<file path="src/rtl/lwph_pkg.sv">
// shared types, constants and codes for the line walk point hit search unit
package lwph_pkg;

  localparam int COORD_W   = 12;
  localparam int SHIFT_W   = 10;
  localparam int DIFF_W    = COORD_W + 1;
  localparam int WALK_W    = COORD_W + 1;
  localparam int LOOK_W    = WALK_W + 1;
  localparam int ERR_W     = COORD_W + 4;
  localparam int CFG_IDX_W = 2;
  localparam int ROWS_DEF  = 512;
  localparam int COLS_DEF  = 512;

  typedef enum logic [1:0] {
    OP_SET     = 2'd0,
    OP_CLR     = 2'd1,
    OP_CLR_ALL = 2'd2,
    OP_SEARCH  = 2'd3
  } op_e;

  typedef enum logic [CFG_IDX_W-1:0] {
    CFG_ROW_SHIFT = 2'd0,
    CFG_COL_SHIFT = 2'd1
  } cfg_reg_e;

  typedef enum logic [2:0] {
    ST_CLEAR,
    ST_IDLE,
    ST_SETUP1,
    ST_SETUP2,
    ST_WALK,
    ST_FINISH
  } st_e;

  typedef struct packed {
    op_e                        op;
    logic signed [COORD_W-1:0]  first_row;
    logic signed [COORD_W-1:0]  first_col;
    logic signed [COORD_W-1:0]  second_row;
    logic signed [COORD_W-1:0]  second_col;
  } in_word_t;

  typedef struct packed {
    logic                       found;
    logic signed [COORD_W-1:0]  hit_row;
    logic signed [COORD_W-1:0]  hit_col;
  } out_word_t;

  typedef struct packed {
    logic [CFG_IDX_W-1:0] index;
    logic [SHIFT_W-1:0]   value;
  } cfg_word_t;

  typedef struct packed {
    logic wr_pix;
    logic capture;
    logic setup1;
    logic setup2;
    logic step;
    logic res_load;
    logic res_push;
    logic clr_step;
  } cmd_t;

  typedef struct packed {
    logic cnt_zero;
    logic a_vld;
    logic b_vld;
    logic hit;
    logic out_free;
    logic clr_last;
  } sts_t;

endpackage

</file>
<file path="src/rtl/lwph_ctrl.sv">
// controller state machine: sequences clear sweeps, pixel writes and line walks
module lwph_ctrl import lwph_pkg::*; (
  input  logic clk_i,
  input  logic rst_ni,
  input  logic in_valid_i,
  input  op_e  op_i,
  input  sts_t sts_i,
  output logic in_ready_o,
  output cmd_t cmd_o
);

  st_e  state_q, state_d;
  logic walk_end;

  assign walk_end = sts_i.hit || (sts_i.cnt_zero && !sts_i.a_vld && !sts_i.b_vld);

  always_ff @(posedge clk_i or negedge rst_ni) begin
    if (!rst_ni) begin
      state_q <= ST_CLEAR;
    end else begin
      state_q <= state_d;
    end
  end

  always_comb begin
    state_d = state_q;
    unique case (state_q)
      ST_CLEAR: begin
        if (sts_i.clr_last) state_d = ST_IDLE;
      end
      ST_IDLE: begin
        if (in_valid_i) begin
          unique case (op_i)
            OP_CLR_ALL: state_d = ST_CLEAR;
            OP_SEARCH:  state_d = ST_SETUP1;
            default:    state_d = ST_IDLE;
          endcase
        end
      end
      ST_SETUP1: state_d = ST_SETUP2;
      ST_SETUP2: state_d = ST_WALK;
      ST_WALK: begin
        if (walk_end) state_d = ST_FINISH;
      end
      ST_FINISH: begin
        if (sts_i.out_free) state_d = ST_IDLE;
      end
      default: state_d = ST_CLEAR;
    endcase
  end

  always_comb begin
    cmd_o      = '0;
    in_ready_o = 1'b0;
    unique case (state_q)
      ST_CLEAR: cmd_o.clr_step = 1'b1;
      ST_IDLE: begin
        in_ready_o = 1'b1;
        if (in_valid_i) begin
          unique case (op_i)
            OP_SET, OP_CLR: cmd_o.wr_pix  = 1'b1;
            OP_SEARCH:      cmd_o.capture = 1'b1;
            default:        cmd_o.wr_pix  = 1'b0;
          endcase
        end
      end
      ST_SETUP1: cmd_o.setup1 = 1'b1;
      ST_SETUP2: cmd_o.setup2 = 1'b1;
      ST_WALK: begin
        cmd_o.step     = !sts_i.cnt_zero && !sts_i.hit;
        cmd_o.res_load = walk_end;
      end
      ST_FINISH: cmd_o.res_push = sts_i.out_free;
      default: cmd_o = '0;
    endcase
  end

  a_step_has_work: assert property (@(posedge clk_i) disable iff (!rst_ni)
    cmd_o.step |-> !sts_i.cnt_zero)
    else $error("walk step issued with no pixels left");

  a_pipe_empty_at_walk: assert property (@(posedge clk_i) disable iff (!rst_ni)
    state_q == ST_SETUP2 |=> !sts_i.a_vld && !sts_i.b_vld)
    else $error("lookup pipeline not empty when walk starts");

  a_hit_ends_walk: assert property (@(posedge clk_i) disable iff (!rst_ni)
    (state_q == ST_WALK && sts_i.hit) |=> state_q == ST_FINISH)
    else $error("hit did not end the walk");

  a_push_needs_room: assert property (@(posedge clk_i) disable iff (!rst_ni)
    cmd_o.res_push |-> sts_i.out_free)
    else $error("result pushed into a full output register");

endmodule

</file>
<file path="config.mk">
export PLATFORM = sky130hd
export DESIGN_NAME = lwph_ctrl
export DESIGN_NICKNAME = d
export VERILOG_FILES = /design/src/rtl/lwph_pkg.sv /design/src/rtl/lwph_ctrl.sv
export SDC_FILE = /design/constraint.sdc
export NUM_CORES = 1
export LEC_CHECK = 0
export ABC_AREA = 1
export CAP_MARGIN = 20
export CORE_AREA = 2 2 39 41
export DETAILED_ROUTE_END_ITERATION = 8
export DIE_AREA = 0 0 41 43
export DONT_BUFFER_PORTS = 1
export GPL_TIMING_DRIVEN = 1
export PLACE_DENSITY = 0.47
export SLEW_MARGIN = 0
export SYNTH_ARGS = -nofsm -noshare
export SYNTH_HDL_FRONTEND = slang
export SYNTH_SLANG_ARGS = --single-unit
</file>
<file path="constraint.sdc">
create_clock -name clk_i -period 1.83 [get_ports clk_i]
set_input_delay 0.183 -clock clk_i [delete_from_list [all_inputs] [get_ports clk_i]]
set_output_delay 0.183 -clock clk_i [all_outputs]
set_load 0.03 [all_outputs]
</file>
==> results.yml, run 1 <==
placement:
  dp_hpwl_um: 630
  port_buffers: 0
  place_congestion: 0.730
  dpl.cell_count: 76
timing:
  worst_slew_pin_slew_ps: 561
  slew_headroom_pct: 62.5
  finalCritPeriodShare_pct: 92.4
  drv_slew: 0
  skew_ps: 8.60
  fmax_mhz: 591
  rsz0062_at_grt: "no"
  period_minus_slack_ps: 1690
  setup_viol: 0
  hold_viol_final: 0
  tns_ps: 0
grt:
  overflow: 0
  antenna_found_initial: 0
  grt_pass1_wl_um: 1280
  grt_max_degree: 8
  grt_use_total_pct: 11.2
  grt_pass1_vias: 328
clock_tree:
  clock-sinks: 3
  htree_levels: 1
  clk_transition_reported_paths_ps: 40
  post_cts_resized: 0
  cts_setup_buffers: 0
  cts_buffers: 3
  clock_path_buffers: 2
  clk_latency_ps: 240
  cts_root_buffer: "clkbuf_4"
  cts_tree: "done"
critical_path:
  max_stage_delay_ps: 430
  path_delay_family: "simple AND/OR/NAND/NOR gates"
  crit_arrival_ps: 1510
  path_cells: "inv_1 -> nand2_2 -> nor2_4 -> and3_1 -> and2_1"
  start_kind: "register"
  cp.required_ps: 1650
  crit_path_end_kind: "primary output"
  critical_path_class: "register to primary output"
  cp_slowest_cell: "dfrtp_1"
  worstPathBufferInverterCount: 1
  cp_max_fo: 6
synth:
  syn-cell-area_um2: 304
  yosys-top-cells-area: "dfrtp_1 25%, nor2_1 19%, nand2_1 12%, inv_1 11%, nand3_1 9.9%"
  synth_fp_nets: 65
  avgSynthCellArea_um2: 5.63
  yosysSeqAreaShare_pct: 24.7
  syn-instance-count: 54
  synth.distinct_cells: 14
  yosysWarnings: 0
  yosysTopAreaCell: "dfrtp_1"
  async_reset_ff_share_pct: 100
  synth_top_area_share_pct: 24.7
  synth-edff-count: 0
  synth_seq_cells: 3
  yosys_most_used_dff: "dfrtp_1"
  synth_most_common_cell: "nor2_1"
  yosys-top-cells-count: "15 x nor2_1, 10 x nand2_1, 9 x inv_1"
floorplanning:
  dieArea_mm2: 0.00176
  start_util_pct: 22.0
  die_y_um: 43
  io_pins: 20
  coreArea_mm2: 0.00138
  die_w_um: 41
  rows: 14
drt:
  wl_um: 806
  vias_per_cell: 4.27
  drt_iter0_drc: 7
  ant_nets: 0
  drc_errors: 0
  num_vias: 346
  drtPass1Iterations: 4
  wire_per_inst_um: 9.95
status:
  outcome: "complete, no violations"
power_and_ir_drop:
  internal-power_w: 0.000284
  power_frac_clock_pct: 19.3
  pwr-share-seq_pct: 21.2
  swShare_pct: 54.5
  p_per_area_mw_per_mm2: 1540
  irDropWorstVdd_uv: 693
  leakagePower_nw: 0.222
  power_w: 0.000624
  power_frac_comb_pct: 59.5
  power.switching_w: 0.000340
finish:
  reg_top3: "state_q (3)"
  final_cells: 81
  insertedDiodeCount: 0
  drive_above_1_share_pct: 16.9
  fin_nets: 77
  regMostFlops: "state_q"
  fillers: 157
  largest_register_ffs: 3
  area_delta_synth_final_pct: 33.3
worst_hold_path:
  hold_class: "input port to asynchronous set/reset pin"
flow_run:
  cap_violations: 0
==> placed cells by master, fill, tap and decap left out <==
master and count:
nor2_1 15, nand2_1 10, inv_1 9, nand3_1 6
buf_4 6, clkbuf_4 3, dfrtp_1 3, nand3b_1 2
o21ai_0 2, a21oi_1 1, nor3_1 1, nand2_2 1
nor2_4 1, and3_1 1, and2_1 1, nand4_1 1
clkbuf_1 1, dlygate4sd3_1 1
==> final cells by class <==
| type | instances | area (um2) | share of cell area, % |
|---|---|---|---|
| Tap cell | 16 | 20.0 | 4.94 |
| Clock buffer | 4 | 26.3 | 6.48 |
| Timing Repair Buffer | 7 | 55.1 | 13.6 |
| Inverter | 9 | 33.8 | 8.33 |
| Sequential cell | 3 | 75.1 | 18.5 |
| Multi-Input combinational cell | 42 | 195 | 48.1 |
==> final timing paths <==
check / cells after the start / startpoint / to / slack [ps]
worst min register to register: 2 / state_q[0] / state_q[0] / 650
max in group asynchronous: 1 / rst_ni / state_q[1] / 1490
worst min-delay path: 1 / rst_ni / state_q[0] / 190
worst max-delay path: 5 / state_q[2] / cmd_o[6] / 140
min in group clk_i: 3 / sts_i[1] / state_q[2] / 190
worst max register to register: 7 / state_q[1] / state_q[0] / 600
==> metal layers <==
layer / track usage (%) / up-vias / wire length (um)
met1: 14.0 / 137 / 390
met4: 10.0 / 0 / 6
li1: - / 190 / -
met2: 14.4 / 17 / 342
met5: 0 / - / 0
met3: 3.66 / 2 / 67
==> power groups by stage <==
| stage | clock (W) | sequential [W] | combinational, W |
|---|---|---|---|
| after floorplan | 0 | 0.000120 | 0.000290 |
| after global placement | 0 | 0.000131 | 0.000367 |
| after detailed placement | 0 | 0.000130 | 0.000366 |
| after CTS | 0.000121 | 0.000130 | 0.000370 |
| after global routing | 0.000126 | 0.000134 | 0.000411 |
| final | 0.000120 | 0.000132 | 0.000371 |
==> through the flow <==
stage | utilization [%] | worst slack (ps) | hold WS, ps | cell area, um2
3_3_place_gp | 26.7 | 435 | -113 | 369
3_5_place_dp | 26.7 | 395 | -113 | 369
4_1_cts | 29.3 | 134 | 194 | 405
6_report | 29.3 | 138 | 190 | 405
2_1_floorplan | - | 314 | -113 | 304
5_1_grt | 29.3 | 47.1 | 207 | 405
==> what timing repair did <==
item	CTS	global route
setup endpoints to repair	0	0
hold buffers	1	0
endpoints found under the hold margin	3	0
==> cell families after synthesis <==
kind of cell / count (synthesis) / share of synthesized area [%]
AOI/OAI and AO/OA: 3 / 4.94
buffers and inverters: 9 / 11.1
DFF: 3 / 24.7
and+or+nand+nor: 39 / 59.3
No activity file was read; power rests on OpenSTA's default activity.
==> run 2, diff against run 1 <==
--- a/config.mk
+++ b/config.mk
@@ -5,14 +5,14 @@
 export SDC_FILE = /design/constraint.sdc
 export NUM_CORES = 1
 export LEC_CHECK = 0
-export ABC_AREA = 1
+export ABC_AREA = 0
 export CAP_MARGIN = 20
 export CORE_AREA = 2 2 39 41
 export DETAILED_ROUTE_END_ITERATION = 8
 export DIE_AREA = 0 0 41 43
 export DONT_BUFFER_PORTS = 1
 export GPL_TIMING_DRIVEN = 1
-export PLACE_DENSITY = 0.47
+export PLACE_DENSITY = 0.44
 export SLEW_MARGIN = 0
 export SYNTH_ARGS = -nofsm -noshare
 export SYNTH_HDL_FRONTEND = slang
==> run 2 against run 1 <==
Combinational power fell by 3%; via count decreased by 27%; final area fell by 11%; global-route usage is 3.9 points lower; non-clock buffer count grew 2; clock power hardly changed; sequential cell count unchanged; die area did not move; setup slack gained 68 ps; largest power group unchanged; critical path type unchanged.
==> results.yml, run 2 <==
status:
  outcome: "complete, no violations"
synth:
  synth_fp_nets: 45
  yosys_most_used_dff: "dfrtp_1"
  yosysTopAreaCell: "dfrtp_1"
  synth.distinct_cells: 20
  avgSynthCellArea_um2: 7.73
  yosysWarnings: 0
  async_reset_ff_share_pct: 100
  syn-cell-area_um2: 263
  yosysSeqAreaShare_pct: 28.6
  synth_seq_cells: 3
  yosys-top-cells-count: "6 x nor2_1, 4 x nor3_1, 3 x dfrtp_1, 3 x nand2_1"
  syn-instance-count: 34
  synth-edff-count: 0
  synth_most_common_cell: "nor2_1"
  yosys-top-cells-area: "dfrtp_1 29%, nor2_1 8.6%, nor3_1 7.6%, nor3b_1 5.7%, nand2b_4 5.2%"
  synth_top_area_share_pct: 28.6
drt:
  drc_errors: 0
  ant_nets: 0
  drt_iter0_drc: 0
  vias_per_cell: 4.16
  num_vias: 254
  wire_per_inst_um: 10.2
  drtPass1Iterations: 1
  wl_um: 625
timing:
  hold_viol_final: 0
  worst_slack_ps: 206
  skew_ps: 7.35
  worst_slew_pin_slew_ps: 543
  drv_slew: 0
  setup_viol: 0
  tns_ps: 0
  finalCritPeriodShare_pct: 88.7
  rsz0062_at_grt: "no"
  fmax_mhz: 616
  period_minus_slack_ps: 1620
  slew_headroom_pct: 63.6
  whs_ps: 154
clock_tree:
  post_cts_resized: 0
  clock-sinks: 3
  clk_latency_ps: 240
  cts_tree: "done"
  htree_levels: 1
  cts_buffers: 3
  clk_transition_reported_paths_ps: 30
  cts_root_buffer: "clkbuf_4"
  clock_path_buffers: 2
grt:
  grt_max_degree: 10
  overflow: 0
  grt_pass1_vias: 208
  grt_use_total_pct: 7.33
  antenna_found_initial: 0
  grt_pass1_wl_um: 834
critical_path:
  crit_path_end_kind: "primary output"
  max_stage_delay_ps: 450
  critical_path_class: "register to primary output"
  path_cells: "nand2b_4 -> or2_4 -> nor3b_2 -> buf_4"
  cp_slowest_cell: "dfrtp_1"
  cp.required_ps: 1650
  cp_max_fo: 9
  path_delay_family: "simple AND/OR/NAND/NOR gates"
  crit_arrival_ps: 1440
  start_kind: "register"
  worstPathBufferInverterCount: 1
placement:
  post-place-ws_ps: 452
  dp_hpwl_um: 466
  place_congestion: 0.606
  port_buffers: 0
  dpl_cell_area_um2: 324
finish:
  largest_register_ffs: 3
  fillers: 166
  regMostFlops: "state_q"
  fin_nets: 57
  mostFrequentLayoutCell: "buf_4"
  reg_top3: "state_q (3)"
  stdcell_area_um2: 360
  area_delta_synth_final_pct: 37.1
  mostFrequentLayoutCells: "8 x buf_4, 6 x nor2_1, 4 x nor3_1"
  insertedDiodeCount: 0
  drive_above_1_share_pct: 31.1
floorplanning:
  coreArea_mm2: 0.00138
  io_pins: 20
  rows: 14
  start_util_pct: 19.0
  die_y_um: 43
  dieArea_mm2: 0.00176
  die_w_um: 41
flow_run:
  cap_violations: 0
power_and_ir_drop:
  irDropWorstVdd_uv: 556
  leakagePower_nw: 0.163
  p_per_area_mw_per_mm2: 1730
worst_hold_path:
  hold_class: "input port to register"
[run 2: worst paths after layout]
kind                                  from         end  slack [ps]  cells past startpoint
worst max-delay path            state_q[1]    cmd_o[7]         210                      4
worst min-delay path              sts_i[2]  state_q[0]         150                      2
worst max register to register  state_q[0]  state_q[2]         580                      5
worst min register to register  state_q[2]  state_q[1]         600                      1
max in group asynchronous           rst_ni  state_q[0]        1480                      1
min in group asynchronous           rst_ni  state_q[2]         200                      1
[run 2: final cells by class]
| cell class | count | area (um2) | area share [%] |
|---|---|---|---|
| Timing Repair Buffer | 9 | 70.1 | 19.4 |
| Clock buffer | 4 | 26.3 | 7.29 |
| Inverter | 1 | 3.75 | 1.04 |
| Multi-Input combinational cell | 28 | 165 | 45.8 |
| Sequential cell | 3 | 75.1 | 20.8 |
| Tap cell | 16 | 20.0 | 5.56 |
[run 2: cell families after synthesis]
group / Yosys count / synth area share (%)
AOI/OAI and AO/OA: 5 / 11.4
buffers and inverters: 3 / 8.57
DFF: 3 / 28.6
and+or+nand+nor: 23 / 51.4
[run 2: repair_timing]
item / in CTS / in global routing
hold buffers: 1 / 0
hold endpoints to repair: 3 / 0
setup buffers: 0 / 0
[run 2: where the power goes]
part | switching, W | internal [W] | total, W
Combinational | 0.000215 | 0.000146 | 0.000361
Clock | 0.0000363 | 0.0000818 | 0.000118
Sequential | 0.0000524 | 0.0000931 | 0.000145
Total | 0.000304 | 0.000321 | 0.000625
[run 2: metal layers]
layer / up-vias / global-route usage [%] / routed length, um
met5: - / 0 / 0
met4: 0 / 4.00 / 0
met3: 0 / 4.71 / 71
met2: 13 / 8.44 / 237
met1: 104 / 9.97 / 316
li1: 137 / - / -
[run 2: per-stage QoR]
stage	utilization [%]	total power [W]	instances
2_1_floorplan	-	0.000432	34
4_1_cts	26.0	0.000635	61
5_1_grt	26.0	0.000674	61
3_3_place_gp	23.4	0.000507	56
6_report	26.0	0.000625	61
3_5_place_dp	23.4	0.000506	56
==> run 3, diff against run 2 <==
--- a/config.mk
+++ b/config.mk
@@ -8,11 +8,13 @@
 export ABC_AREA = 0
 export CAP_MARGIN = 20
 export CORE_AREA = 2 2 39 41
+export CTS_BUF_LIST = sky130_fd_sc_hd__clkbuf_4 sky130_fd_sc_hd__clkbuf_8
 export DETAILED_ROUTE_END_ITERATION = 8
 export DIE_AREA = 0 0 41 43
 export DONT_BUFFER_PORTS = 1
 export GPL_TIMING_DRIVEN = 1
 export PLACE_DENSITY = 0.44
+export REMOVE_ABC_BUFFERS = 1
 export SLEW_MARGIN = 0
 export SYNTH_ARGS = -nofsm -noshare
 export SYNTH_HDL_FRONTEND = slang
==> constraint.sdc (replaced) <==
create_clock -name clk_i -period 1.76 [get_ports clk_i]
set_input_delay 0.176 -clock clk_i [delete_from_list [all_inputs] [get_ports clk_i]]
set_output_delay 0.176 -clock clk_i [all_outputs]
set_load 0.03 [all_outputs]
==> run 3 against run 2 <==
Utilization up 0.27 points; sequential share of layout area is 0.21 points lower; clock skew decreased by 6.5 ps; final area rose by 1.0%; critical path type unchanged.
==> results.yml, run 3 (same netlist as run 2, synthesis figures left out) <==
finish:
  reg_top3: "state_q (3)"
  mostFrequentLayoutCell: "buf_4"
  final_cells: 61
  regMostFlops: "state_q"
  fin_nets: 57
  drive_above_1_share_pct: 33.3
  insertedDiodeCount: 0
  area_delta_synth_final_pct: 38.6
  largest_register_ffs: 3
  stdcell_area_um2: 364
  fillers: 155
  final_core_util_pct: 26.3
  mostFrequentLayoutCells: "8 x buf_4, 6 x nor2_1, 4 x nor3_1, 4 x clkbuf_4"
timing:
  fmax_mhz: 610
  period_minus_slack_ps: 1640
  finalCritPeriodShare_pct: 93.1
  setup_viol: 0
  drv_slew: 0
  hold_viol_final: 0
  worst_slack_ps: 121
  tns_ps: 0
  rsz0062_at_grt: "no"
  worst_slew_pin_slew_ps: 381
  slew_headroom_pct: 74.6
  skew_ps: 0.847
clock_tree:
  clk_latency_ps: 240
  clock-sinks: 3
  cts_buffers: 3
  post_cts_resized: 0
  clock_path_buffers: 2
  htree_levels: 1
  cts_root_buffer: "clkbuf_4"
  clk_transition_reported_paths_ps: 40
  cts_tree: "done"
critical_path:
  cp_max_fo: 12
  cp.required_ps: 1580
  crit_path_end_kind: "primary output"
  start_kind: "register"
  crit_arrival_ps: 1460
  critical_path_class: "register to primary output"
grt:
  grt_max_degree: 13
  antenna_found_initial: 0
  grt_use_total_pct: 8.15
  grt_pass1_vias: 251
  grt_pass1_wl_um: 924
  overflow: 0
power_and_ir_drop:
  leakagePower_nw: 0.167
  irDropWorstVdd_uv: 467
  p_per_area_mw_per_mm2: 1790
status:
  outcome: "complete, no violations"
floorplanning:
  rows: 14
  die_w_um: 41
  dieArea_mm2: 0.00176
  start_util_pct: 19.0
  die_y_um: 43
  io_pins: 20
  coreArea_mm2: 0.00138
placement:
  dp_hpwl_um: 455
  place_congestion: 0.655
  post-place-ws_ps: 355
  dpl_cell_area_um2: 324
  dpl.cell_count: 56
  port_buffers: 0
drt:
  drtPass1Iterations: 3
  ant_nets: 0
  drt_iter0_drc: 1
  wl_um: 606
  wire_per_inst_um: 9.93
  num_vias: 259
  drc_errors: 0
  vias_per_cell: 4.25
worst_hold_path:
  hold_class: "input port to register"
flow_run:
  cap_violations: 0
-- run 3: final timing paths --
check                      slack [ps]  startpoint  depth (start not counted)          to
min                               140    sts_i[2]                          2  state_q[0]
min in group asynchronous         190      rst_ni                          1  state_q[0]
max in group asynchronous        1430      rst_ni                          1  state_q[1]
min reg2reg                       600  state_q[2]                          1  state_q[1]
max reg2reg                       570  state_q[0]                          4  state_q[2]
max                               120  state_q[0]                          4    cmd_o[7]
-- run 3: what timing repair did --
action                                 CTS  global route
setup buffers                            0             0
endpoints found under the hold margin    3             0
hold buffers                             1             0
-- run 3: stage by stage --
step | total power, W | hold slack [ps]
global route | 0.000699 | 145
global placement | 0.000514 | -120
CTS | 0.000662 | 139
finish | 0.000650 | 142
detailed placement | 0.000514 | -119
floorplan | 0.000421 | -120
-- run 3: area by class of cell --
cell class	instances	area (um2)	share of cell area, %
inverter	1	3.75	1.03
sequential	3	75.1	20.6
timing repair buffer	9	70.1	19.2
tap	16	20.0	5.50
multi-input combinational	28	165	45.4
clock buffer	4	30.0	8.25
-- run 3: metal layers --
layer	vias up	GRT usage, %	part of all wire (%)
met5	-	0	0
met4	0	10.0	2.8
met3	2	2.09	8.3
met2	12	9.38	46
met1	110	10.4	42
li1	135	-	-
-- run 3: power breakdown --
group          total (W)  internal [W]  switching [W]
Sequential      0.000169     0.0000963      0.0000729
Clock           0.000139      0.000100      0.0000381
Combinational   0.000343      0.000143       0.000200
-- run 3: worst max-delay path, stage by stage, from the launching register on --
cell	delay, ps
dfrtp_1	560
nand2b_4	70
or2_4	250
nor3b_2	170
buf_4	180
